===== src/sv/stream_reconnect_backoff_fsm_macros.svh =====
// Assertion macros for the stream reconnect backoff block.
// Expects clk and arst_n in the scope of each use.
`ifndef STREAM_RECONNECT_BACKOFF_FSM_MACROS_SVH
`define STREAM_RECONNECT_BACKOFF_FSM_MACROS_SVH

// same-cycle implication, checked out of reset
`define SRB_ASSERT_IMP(label, ante, cons) \
	label: assert property (@(posedge clk) disable iff (!arst_n) (ante) |-> (cons)) \
		else $error("srb assertion failed");

// next-cycle implication, checked out of reset
`define SRB_ASSERT_NEXT(label, ante, cons) \
	label: assert property (@(posedge clk) disable iff (!arst_n) (ante) |=> (cons)) \
		else $error("srb assertion failed");

`endif


===== src/sv/srb_pkg.sv =====
// Shared types and codes for the stream reconnect backoff block.
// No dependencies; compiled before all other files.
`timescale 1ns / 1ps

package srb_pkg;

	localparam int DELAY_BITS_DEF   = 20;
	localparam int ATTEMPT_BITS_DEF = 4;

	localparam int CFG_DATA_W = 20;
	localparam int CFG_IDX_W  = 2;

	localparam logic [CFG_IDX_W-1:0] CFG_IDX_MAX_ATTEMPTS = 2'd0;
	localparam logic [CFG_IDX_W-1:0] CFG_IDX_FIRST_DELAY  = 2'd1;
	localparam logic [CFG_IDX_W-1:0] CFG_IDX_MAX_DELAY    = 2'd2;

	localparam logic [3:0]  MAX_ATTEMPTS_RST = 4'd3;
	localparam logic [19:0] FIRST_DELAY_RST  = 20'd1000;
	localparam logic [19:0] MAX_DELAY_RST    = 20'd30000;

	localparam logic [2:0] CMD_PLAY          = 3'd0;
	localparam logic [2:0] CMD_STOP          = 3'd1;
	localparam logic [2:0] CMD_IDLE_RPT      = 3'd2;
	localparam logic [2:0] CMD_CORE_IDLE_RPT = 3'd3;
	localparam logic [2:0] CMD_END_OF_STREAM = 3'd4;
	localparam logic [2:0] CMD_LOAD_REJECTED = 3'd5;
	localparam logic [2:0] CMD_TICK          = 3'd6;

	localparam logic [1:0] ST_IDLE       = 2'd0;
	localparam logic [1:0] ST_CONNECTING = 2'd1;
	localparam logic [1:0] ST_PLAYING    = 2'd2;
	localparam logic [1:0] ST_FAILED     = 2'd3;

	localparam logic [1:0] KIND_NONE        = 2'd0;
	localparam logic [1:0] KIND_PLAY_FAILED = 2'd1;
	localparam logic [1:0] KIND_GAVE_UP     = 2'd2;
	localparam logic [1:0] KIND_NO_START    = 2'd3;

	typedef struct packed {
		logic [2:0]        command;
		logic              flag_value;
		logic              end_was_error;
		logic signed [7:0] error_code;
		logic              url_given;
	} req_t;

	typedef struct packed {
		logic [1:0]        player_state;
		logic              issue_load;
		logic              request_status;
		logic [1:0]        error_kind;
		logic signed [7:0] error_code_out;
		logic [3:0]        attempts_used;
		logic              retry_waiting;
	} rsp_t;

	typedef struct packed {
		logic [3:0]  try_budget;
		logic [19:0] base_wait_ticks;
		logic [19:0] wait_cap_ticks;
	} cfg_t;

endpackage


===== src/sv/srb_ifs.sv =====
// Valid/ready channel interfaces for requests and results.
// Depends on srb_pkg for the payload types.
`timescale 1ns / 1ps

interface srb_req_if;
	import srb_pkg::*;
	logic valid;
	logic ready;
	req_t payload;
	modport source (output valid, output payload, input ready);
	modport sink (input valid, input payload, output ready);
endinterface

interface srb_rsp_if;
	import srb_pkg::*;
	logic valid;
	logic ready;
	rsp_t payload;
	modport source (output valid, output payload, input ready);
	modport sink (input valid, input payload, output ready);
endinterface


===== src/sv/srb_cfg.sv =====
// Configuration register file: three write-only registers.
// Depends on srb_pkg.
`timescale 1ns / 1ps

module srb_cfg (
	input  logic                              clk,
	input  logic                              arst_n,
	input  logic                              we,
	input  logic [srb_pkg::CFG_IDX_W-1:0]     idx,
	input  logic [srb_pkg::CFG_DATA_W-1:0]    data,
	output srb_pkg::cfg_t                     cfg
);
	import srb_pkg::*;

	cfg_t cfg_q;

	always_ff @(posedge clk or negedge arst_n) begin
		if (!arst_n) begin
			cfg_q.try_budget      <= MAX_ATTEMPTS_RST;
			cfg_q.base_wait_ticks <= FIRST_DELAY_RST;
			cfg_q.wait_cap_ticks  <= MAX_DELAY_RST;
		end else if (we) begin
			unique case (idx)
				CFG_IDX_MAX_ATTEMPTS: cfg_q.try_budget      <= data[3:0];
				CFG_IDX_FIRST_DELAY:  cfg_q.base_wait_ticks <= data;
				CFG_IDX_MAX_DELAY:    cfg_q.wait_cap_ticks  <= data;
				default: ;
			endcase
		end
	end

	assign cfg = cfg_q;
endmodule


===== src/sv/srb_backoff.sv =====
// Retry delay: first delay shifted by (attempt - 1), saturated at the cap.
// Pure combinational; depends on nothing else.
`timescale 1ns / 1ps

module srb_backoff #(
	parameter int DELAY_BITS   = 20,
	parameter int ATTEMPT_BITS = 4
) (
	input  logic [ATTEMPT_BITS-1:0] attempt,
	input  logic [DELAY_BITS-1:0]   base_wait,
	input  logic [DELAY_BITS-1:0]   wait_cap,
	output logic [DELAY_BITS-1:0]   delay
);
	logic [ATTEMPT_BITS-1:0]   shamt;
	logic [2*DELAY_BITS-1:0]   shifted;
	logic                      ovf;

	always_comb begin
		shamt   = (attempt == '0) ? '0 : attempt - ATTEMPT_BITS'(1);
		shifted = {{DELAY_BITS{1'b0}}, base_wait} << shamt;
		ovf     = ((32'(shamt) >= DELAY_BITS) && (base_wait != '0)) ||
			(shifted[2*DELAY_BITS-1:DELAY_BITS] != '0);
		if (ovf || (shifted[DELAY_BITS-1:0] > wait_cap)) begin
			delay = wait_cap;
		end else begin
			delay = shifted[DELAY_BITS-1:0];
		end
	end
endmodule


===== src/sv/srb_core.sv =====
// Connection state registers and the per-request next-state logic.
// Depends on srb_pkg and srb_backoff.
`timescale 1ns / 1ps

module srb_core #(
	parameter int DELAY_BITS   = 20,
	parameter int ATTEMPT_BITS = 4
) (
	input  logic          clk,
	input  logic          arst_n,
	input  logic          accept,
	input  srb_pkg::req_t req_data,
	input  srb_pkg::cfg_t cfg,
	output srb_pkg::rsp_t result
);
	import srb_pkg::*;

	localparam int CMP_W = (ATTEMPT_BITS > 4) ? ATTEMPT_BITS : 4;

	logic                    failed_q, loading_q, idle_q, core_idle_q, selected_q, armed_q;
	logic [ATTEMPT_BITS-1:0] attempt_q;
	logic [DELAY_BITS-1:0]   countdown_q;
	logic signed [7:0]       kcode_q;
	logic [1:0]              kkind_q;

	logic                    failed_d, loading_d, idle_d, core_idle_d, selected_d, armed_d;
	logic [ATTEMPT_BITS-1:0] attempt_d, attempt_inc;
	logic [DELAY_BITS-1:0]   countdown_d, delay;
	logic signed [7:0]       kcode_d;
	logic [1:0]              kkind_d;
	logic                    load, refused;

	function automatic logic [1:0] state_of(logic f, logic l, logic i, logic c);
		logic [1:0] s;
		if (f)      s = ST_FAILED;
		else if (l) s = ST_CONNECTING;
		else if (i) s = ST_IDLE;
		else if (c) s = ST_CONNECTING;
		else        s = ST_PLAYING;
		return s;
	endfunction

	assign attempt_inc = attempt_q + ATTEMPT_BITS'(1);

	srb_backoff #(
		.DELAY_BITS   (DELAY_BITS),
		.ATTEMPT_BITS (ATTEMPT_BITS)
	) u_backoff (
		.attempt   (attempt_inc),
		.base_wait (DELAY_BITS'(cfg.base_wait_ticks)),
		.wait_cap  (DELAY_BITS'(cfg.wait_cap_ticks)),
		.delay     (delay)
	);

	always_comb begin
		failed_d    = failed_q;
		loading_d   = loading_q;
		idle_d      = idle_q;
		core_idle_d = core_idle_q;
		selected_d  = selected_q;
		armed_d     = armed_q;
		attempt_d   = attempt_q;
		countdown_d = countdown_q;
		kcode_d     = kcode_q;
		kkind_d     = kkind_q;
		load        = 1'b0;
		refused     = 1'b0;

		unique case (req_data.command) inside
			CMD_PLAY: begin
				if (!req_data.url_given) begin
					refused = 1'b1;
				end else begin
					loading_d   = 1'b1;
					failed_d    = 1'b0;
					kcode_d     = '0;
					kkind_d     = KIND_NONE;
					attempt_d   = '0;
					armed_d     = 1'b0;
					countdown_d = '0;
					selected_d  = 1'b1;
					load        = 1'b1;
				end
			end
			CMD_STOP: begin
				selected_d  = 1'b0;
				loading_d   = 1'b0;
				failed_d    = 1'b0;
				kcode_d     = '0;
				kkind_d     = KIND_NONE;
				attempt_d   = '0;
				armed_d     = 1'b0;
				countdown_d = '0;
			end
			CMD_IDLE_RPT, CMD_CORE_IDLE_RPT: begin
				if (req_data.command == CMD_IDLE_RPT) begin
					idle_d = req_data.flag_value;
					if (!req_data.flag_value) loading_d = 1'b0;
				end else begin
					core_idle_d = req_data.flag_value;
				end
				if (state_of(failed_d, loading_d, idle_d, core_idle_d) == ST_PLAYING) begin
					attempt_d = '0;
				end
			end
			CMD_END_OF_STREAM: begin
				if (req_data.end_was_error) begin
					if (!selected_q) begin
						loading_d   = 1'b0;
						armed_d     = 1'b0;
						countdown_d = '0;
					end else if (CMP_W'(attempt_q) < CMP_W'(cfg.try_budget)) begin
						attempt_d   = attempt_inc;
						loading_d   = 1'b1;
						failed_d    = 1'b0;
						kcode_d     = req_data.error_code;
						kkind_d     = KIND_PLAY_FAILED;
						countdown_d = delay;
						armed_d     = 1'b1;
					end else begin
						loading_d   = 1'b0;
						failed_d    = 1'b1;
						armed_d     = 1'b0;
						countdown_d = '0;
						kcode_d     = req_data.error_code;
						kkind_d     = (attempt_q != '0) ? KIND_GAVE_UP : KIND_PLAY_FAILED;
					end
				end
			end
			CMD_LOAD_REJECTED: begin
				loading_d   = 1'b0;
				failed_d    = 1'b1;
				armed_d     = 1'b0;
				countdown_d = '0;
				kcode_d     = req_data.error_code;
				kkind_d     = KIND_NO_START;
			end
			CMD_TICK: begin
				if (armed_q && (countdown_q != '0)) countdown_d = countdown_q - DELAY_BITS'(1);
			end
			default: ;
		endcase

		// expire: disarm and reload the selected station
		if (armed_d && (countdown_d == '0)) begin
			armed_d = 1'b0;
			if (selected_d) load = 1'b1;
		end

		result.player_state   = state_of(failed_d, loading_d, idle_d, core_idle_d);
		result.issue_load     = load;
		result.request_status = refused;
		result.error_kind     = failed_d ? kkind_d : KIND_NONE;
		result.error_code_out = failed_d ? kcode_d : 8'sd0;
		result.attempts_used  = 4'(attempt_d);
		result.retry_waiting  = armed_d;
	end

	always_ff @(posedge clk or negedge arst_n) begin
		if (!arst_n) begin
			failed_q    <= 1'b0;
			loading_q   <= 1'b0;
			idle_q      <= 1'b1;
			core_idle_q <= 1'b1;
			selected_q  <= 1'b0;
			armed_q     <= 1'b0;
			attempt_q   <= '0;
			countdown_q <= '0;
			kcode_q     <= '0;
			kkind_q     <= KIND_NONE;
		end else if (accept) begin
			failed_q    <= failed_d;
			loading_q   <= loading_d;
			idle_q      <= idle_d;
			core_idle_q <= core_idle_d;
			selected_q  <= selected_d;
			armed_q     <= armed_d;
			attempt_q   <= attempt_d;
			countdown_q <= countdown_d;
			kcode_q     <= kcode_d;
			kkind_q     <= kkind_d;
		end
	end
endmodule


===== src/sv/srb_out_buf.sv =====
// Two-entry result buffer that drives the result channel.
// Depends on srb_pkg and srb_rsp_if.
`timescale 1ns / 1ps

module srb_out_buf (
	input  logic          clk,
	input  logic          arst_n,
	input  logic          push,
	input  srb_pkg::rsp_t push_data,
	output logic          push_ready,
	srb_rsp_if.source     rsp
);
	import srb_pkg::*;

	logic [1:0] count_q;
	rsp_t       head_q;
	rsp_t       tail_q;
	logic       pop;

	assign pop         = rsp.valid && rsp.ready;
	assign push_ready  = (count_q != 2'd2);
	assign rsp.valid   = (count_q != 2'd0);
	assign rsp.payload = head_q;

	always_ff @(posedge clk or negedge arst_n) begin
		if (!arst_n) begin
			count_q <= 2'd0;
		end else begin
			case ({push, pop})
				2'b10: count_q <= count_q + 2'd1;
				2'b01: count_q <= count_q - 2'd1;
				default: ;
			endcase
		end
	end

	always_ff @(posedge clk) begin
		case ({push, pop})
			2'b11: begin
				if (count_q == 2'd1) begin
					head_q <= push_data;
				end else begin
					head_q <= tail_q;
					tail_q <= push_data;
				end
			end
			2'b10: begin
				if (count_q == 2'd0) head_q <= push_data;
				else tail_q <= push_data;
			end
			2'b01: head_q <= tail_q;
			default: ;
		endcase
	end
endmodule


===== src/sv/stream_reconnect_backoff_fsm.sv =====
// Stream reconnect controller with exponential retry backoff.
// Each result is registered in the result buffer when its request is accepted and is presented from its head.
// Throughput: one request per cycle while the result buffer is not full; the state update is combinational.
// A two-entry result buffer keeps requests flowing while one result is stalled.
// Reset (arst_n low, async) restores register defaults and the idle start state.
`timescale 1ns / 1ps

`include "stream_reconnect_backoff_fsm_macros.svh"

module stream_reconnect_backoff_fsm #(
	parameter int DELAY_BITS   = srb_pkg::DELAY_BITS_DEF,
	parameter int ATTEMPT_BITS = srb_pkg::ATTEMPT_BITS_DEF
) (
	input  logic                           clk,
	input  logic                           arst_n,
	srb_req_if.sink                        req,
	srb_rsp_if.source                      rsp,
	input  logic                           cfg_we,
	input  logic [srb_pkg::CFG_IDX_W-1:0]  cfg_index,
	input  logic [srb_pkg::CFG_DATA_W-1:0] cfg_data
);
	import srb_pkg::*;

	cfg_t cfg;
	rsp_t result;
	logic accept;
	logic buf_ready;

	assign req.ready = buf_ready;
	assign accept    = req.valid && buf_ready;

	srb_cfg u_cfg (
		.clk    (clk),
		.arst_n (arst_n),
		.we     (cfg_we),
		.idx    (cfg_index),
		.data   (cfg_data),
		.cfg    (cfg)
	);

	srb_core #(
		.DELAY_BITS   (DELAY_BITS),
		.ATTEMPT_BITS (ATTEMPT_BITS)
	) u_core (
		.clk      (clk),
		.arst_n   (arst_n),
		.accept   (accept),
		.req_data (req.payload),
		.cfg      (cfg),
		.result   (result)
	);

	srb_out_buf u_out_buf (
		.clk        (clk),
		.arst_n     (arst_n),
		.push       (accept),
		.push_data  (result),
		.push_ready (buf_ready),
		.rsp        (rsp)
	);

	`SRB_ASSERT_IMP(a_kind_iff_failed, accept, ((result.error_kind != KIND_NONE) == (result.player_state == ST_FAILED)))
	`SRB_ASSERT_IMP(a_wait_not_failed, accept && result.retry_waiting, result.player_state != ST_FAILED)
	`SRB_ASSERT_IMP(a_refused_no_load, accept && result.request_status, !result.issue_load)
	`SRB_ASSERT_NEXT(a_stop_clears, accept && (req.payload.command == CMD_STOP), !u_core.armed_q)
endmodule

===== src/flat_wrapper.sv =====
// flat-port wrapper written by rule: the top's interface ports become plain ports
module stream_reconnect_backoff_fsm_flat import srb_pkg::*;
#(
	parameter int DELAY_BITS   = srb_pkg::DELAY_BITS_DEF,
	parameter int ATTEMPT_BITS = srb_pkg::ATTEMPT_BITS_DEF
)
  (clk, arst_n, cfg_we, cfg_index, cfg_data, req_valid, req_payload, req_ready, rsp_valid, rsp_payload, rsp_ready);
  srb_req_if req_i ();
  srb_rsp_if rsp_i ();
  input  logic clk;
  input  logic arst_n;
  input  logic cfg_we;
  input  logic [srb_pkg::CFG_IDX_W-1:0] cfg_index;
  input  logic [srb_pkg::CFG_DATA_W-1:0] cfg_data;
  input wire logic [$bits(req_i.valid)-1:0] req_valid;
  input wire logic [$bits(req_i.payload)-1:0] req_payload;
  output wire logic [$bits(req_i.ready)-1:0] req_ready;
  output wire logic [$bits(rsp_i.valid)-1:0] rsp_valid;
  output wire logic [$bits(rsp_i.payload)-1:0] rsp_payload;
  input wire logic [$bits(rsp_i.ready)-1:0] rsp_ready;
  assign req_i.valid = req_valid;
  assign req_i.payload = req_payload;
  assign req_ready = req_i.ready;
  assign rsp_valid = rsp_i.valid;
  assign rsp_payload = rsp_i.payload;
  assign rsp_i.ready = rsp_ready;
  stream_reconnect_backoff_fsm #(.DELAY_BITS(DELAY_BITS), .ATTEMPT_BITS(ATTEMPT_BITS)) u_core (.clk(clk), .arst_n(arst_n), .req(req_i), .rsp(rsp_i), .cfg_we(cfg_we), .cfg_index(cfg_index), .cfg_data(cfg_data));
endmodule

===== config.mk =====
export PLATFORM = sky130hd
export DESIGN_NAME = stream_reconnect_backoff_fsm_flat
export DESIGN_NICKNAME = d
export VERILOG_FILES = /design/src/sv/srb_pkg.sv /design/src/sv/srb_ifs.sv /design/src/sv/srb_cfg.sv /design/src/sv/srb_backoff.sv /design/src/sv/srb_core.sv /design/src/sv/srb_out_buf.sv /design/src/sv/stream_reconnect_backoff_fsm.sv /design/src/flat_wrapper.sv
export VERILOG_INCLUDE_DIRS = /design/src /design/src/sv
export SDC_FILE = /design/constraint.sdc
export NUM_CORES = 1
export LEC_CHECK = 0
export BUFFER_PORTS_ARGS = -buffer_cell sky130_fd_sc_hd__buf_2
export CORE_ASPECT_RATIO = 1.4
export CORE_UTILIZATION = 45
export CTS_CLUSTER_SIZE = 12
export DETAILED_ROUTE_END_ITERATION = 10
export GPL_TIMING_DRIVEN = 0
export PLACE_DENSITY = 0.64
export SLEW_MARGIN = 5
export SYNTH_ARGS = -nofsm -noshare
export SYNTH_HDL_FRONTEND = slang
export SYNTH_SLANG_ARGS = --single-unit

===== constraint.sdc =====
create_clock -name clk -period 8.8 [get_ports clk]
set_input_delay 1.76 -clock clk [delete_from_list [all_inputs] [get_ports clk]]
set_output_delay 1.76 -clock clk [all_outputs]
set_load 0.03 [all_outputs]

==> impl_metrics.py <==
metrics = {
    "sta": {
        "fin_skew_ns": 0.01132,
        "fin_crit_ns": 8.239,
        "worstMarginPinSlew_ns": 1.005,
        "rsz0062_at_grt": "no",
        "max-slew-margin-rel_pct": 32.50,
        "hold_viol": 0,
        "holdWs_ns": 0.4990,
        "report.final.slew_viol_count": 0,
        "fin_setup_tns_ns": 0,
        "max_freq_mhz": 121.4,
        "finalSetupViolCount": 0,
        "post-route-period-util_pct": 93.62,
    },
    "global_route": {
        "overflow": 0,
        "antenna_found_initial": 0,
        "grt_usage_pct": 29.11,
        "grt_pass1_vias": 8155,
        "grt_first_pass_wirelength_um": 44930,
        "grt_max_degree": 52,
    },
    "layout": {
        "finalCoreUtilization_pct": 52.55,
        "stdcell_count": 1375,
        "drive_gt1_share_pct": 16.50,
        "nFillCells": 1911,
        "syn_to_final_growth_pct": 14.16,
        "layout_common_cells": "130 x nand2_1, 99 x o21ai_0, 75 x a21oi_1",
        "multi_input_area_sq_mm": 0.005076,
        "area.sequential_sq_mm": 0.003314,
        "n_antenna_cell": 0,
        "nets": 1188,
        "final_common_cell": "nand2_1",
        "final_area_sq_mm": 0.01010,
    },
    "routing": {
        "drc": 0,
        "first_pass_iters": 6,
        "wl_um": 28410,
        "wl_per_cell_um": 20.66,
        "via_count": 8398,
        "drt_iter0_drc": 742,
        "avgViaCountPerCell": 6.108,
        "ant_nets": 0,
    },
    "place": {
        "dp.cells": 1343,
        "dpl_cell_area_sq_mm": 0.009505,
        "hpwlAfterDp_um": 21630,
        "port_buffers": 59,
        "place.gp.congestion": 1.010,
    },
    "setup_path": {
        "arrival_ns": 8.40,
        "endpoint_kind": "register",
        "worstPathMaxFanout": 10,
        "crit_type": "register to register",
        "cp-start-kind": "register",
        "cp.required_ns": 8.96,
    },
    "pwr": {
        "p_int_mw": 1.893,
        "p_leak_nw": 4.192,
        "vdd_drop_max_uv": 140.8,
        "power_density_mw_per_mm2": 361.0,
        "clkPwrFrac_pct": 19.9,
        "combPwrFrac_pct": 53.8,
        "pwr-share-seq_pct": 26.2,
        "sw_frac_of_total_pct": 48.08,
        "netSwitchingPower_mw": 1.753,
    },
    "floorplanning": {
        "dieArea_sq_mm": 0.02023,
        "initial_utilization_pct": 46.04,
        "io_pins": 62,
        "rows": 60,
        "coreArea_sq_mm": 0.01922,
        "die_h_um": 167.9,
        "die_w_um": 120.5,
    },
    "logic_synthesis": {
        "ys_types": 75,
        "yosysSeqAreaShare_pct": 37.46,
        "syn_area_sq_mm": 0.008847,
        "synth-edff-count": 38,
        "syn_nets": 1108,
        "syn_avg_cell_area_sq_um": 8.556,
        "synth_ff_type": "dfrtp_1",
        "ys_ff_latch": 124,
        "synthArstFlopShare_pct": 69.35,
        "syn_inst": 1034,
        "yosys_warnings": 0,
    },
    "clock_tree": {
        "numClockSinks": 124,
        "cts_tree": "done",
        "postCtsSetupRepairBufs": 0,
        "clk_pin_slew_ns": 0.06,
        "cts_max_level": 4,
        "cts_buffer_depth": 2,
        "root_buffer": "clkbuf_16",
        "cts_buffers": 17,
        "insertion_delay_ns": 0.44,
    },
    "worst_hold_path": {
        "hp-class": "register to register",
    },
    "outcome": {
        "outcome": "completed",
    },
    "job": {
        "maxCapViolCount": 0,
    },
}
==> synth_stat cells, drive strengths merged, types with 7 or more instances <==
cell,n,area [sq um]
nor2b,7,43.79
mux2,45,506.7
a221oi,22,192.7
or3,8,50.05
dfstp,17,446.7
nor4,10,77.57
or2,10,62.56
a21oi,77,389.1
nor2,72,272.8
a22oi,13,97.59
o211ai,10,75.07
edfxtp,38,1141
o21ai,103,515.5
nor3,28,140.1
ha,33,412.9
nand2b,12,75.07
buf,14,80.08
mux2i,35,354.1
a31oi,20,125.1
nand4,11,68.82
and3,11,68.82
nand2,130,488.0
a32o,10,100.1
inv,48,180.2
clkbuf,55,206.5
dfrtp,69,1727
nand3,28,140.1
o22ai,11,68.82
==> logic make-up (layout without fill, tap and decap cells) <==
kind of cell / after synthesis / in the layout / share of synthesized area, %
AO/OA/AOI/OAI: 320 / 320 / 23.15
XOR/XNOR: 6 / 6 / 0.5940
adder cells (fa/ha/maj): 33 / 33 / 4.667
buffers and inverters: 118 / 211 / 5.317
flip-flops: 124 / 124 / 37.46
multiplexers: 80 / 80 / 9.730
AND/OR/NAND/NOR: 353 / 353 / 19.08
==> critical path, cell delays in order, from the launching register on <==
cell      delay (ns)
dfrtp_1         0.36
buf_2           0.19
clkbuf_1        0.39
inv_1           0.22
ha_1            0.34
clkbuf_1        0.36
o211ai_1        0.27
nor2_1          0.32
buf_2           0.30
clkbuf_1        0.43
nand3_1         0.16
a31oi_1         0.51
o21ai_0         0.39
ha_1            0.43
nand4_1         0.16
nor2_1          0.06
a221oi_1        0.36
nand3_1         0.15
a221oi_1        0.38
nand2_1         0.24
nor2_2          0.41
mux2i_1         0.39
nor2_1          0.10
o32a_1          0.41
nor4_4          0.47
a311oi_1        0.16
==> through the flow <==
step / setup WS [ns] / power [mW]
final: 0.5611 / 3.646
after global routing: 0.1762 / 3.876
after CTS: 0.6907 / 3.616
after detailed placement: 0.7458 / 2.880
after global placement: 0.7455 / 2.848
after floorplan: 2.665 / 2.302
==> power groups by stage <==
| stage | clock network (mW) | registers, mW | logic (mW) |
|---|---|---|---|
| floorplan | 0 | 1.02 | 1.28 |
| global placement | 0 | 0.962 | 1.89 |
| detailed placement | 0 | 0.963 | 1.92 |
| CTS | 0.734 | 0.953 | 1.93 |
| global route | 0.762 | 0.979 | 2.14 |
| finish | 0.726 | 0.957 | 1.96 |
==> state kept, by name (all words and copies together) (netlist names) <==
signal	cells
u_core.u_core.idle_q	1
u_core.u_core.core_idle_q	1
u_core.u_core.armed_q	1
u_core.u_core.kcode_q	8
u_core.u_out_buf.tail_q	19
u_core.u_core.selected_q	1
u_core.u_cfg.cfg	44
u_core.u_core.loading_q	1
u_core.u_core.failed_q	1
u_core.u_core.countdown_q	20
u_core.u_core.attempt_q	4
u_core.u_out_buf.count_q	2
u_core.u_core.kkind_q	2
u_core.u_out_buf.rsp.payload	19
==> per-layer routing <==
metal,track usage (%),part of all wire [%],up-vias
li1,-,-,4001
met1,33.33,39,3979
met2,49.90,50,315
met3,4.031,4.7,103
met4,19.97,6.7,0
met5,0,0,-
==> repair_timing <==
item                                   in CTS  in global routing
hold buffers                                0                  0
endpoints found under the hold margin       0                  0
resized for setup                           0                  1
setup endpoints to repair                   0                  3
==> path summary, 6_finish.rpt <==
kind | startpoint | depth (start not counted) | end | slack [ns]
max | u_core.u_core.attempt_q[0]$_DFFE_PN0P_ | 25 | u_core.u_out_buf.rsp.payload[0]$_DFFE_PP_ | 0.56
min | u_core.u_core.kcode_q[6]$_DFFE_PN0P_ | 1 | u_core.u_core.kcode_q[6]$_DFFE_PN0P_ | 0.50
max reg2reg | u_core.u_core.attempt_q[0]$_DFFE_PN0P_ | 25 | u_core.u_out_buf.rsp.payload[0]$_DFFE_PP_ | 0.56
min reg2reg | u_core.u_core.kcode_q[6]$_DFFE_PN0P_ | 1 | u_core.u_core.kcode_q[6]$_DFFE_PN0P_ | 0.50
max in group asynchronous | arst_n | 2 | u_core.u_cfg.cfg[23]$_DFFE_PN1P_ | 6.81
min in group asynchronous | arst_n | 1 | u_core.u_core.countdown_q[15]$_DFFE_PN0P_ | 1.30
==> layout make-up <==
class	count	area share [%]
plain buffers	69	2.837
clock buffers	17	4.212
clock inverters	15	1.611
inverters	49	1.821
multi-input cells	792	50.26
flip-flops and latches	124	32.82
well taps	248	3.072
repair buffers	61	3.370
Power figures use the tool's default switching activity.
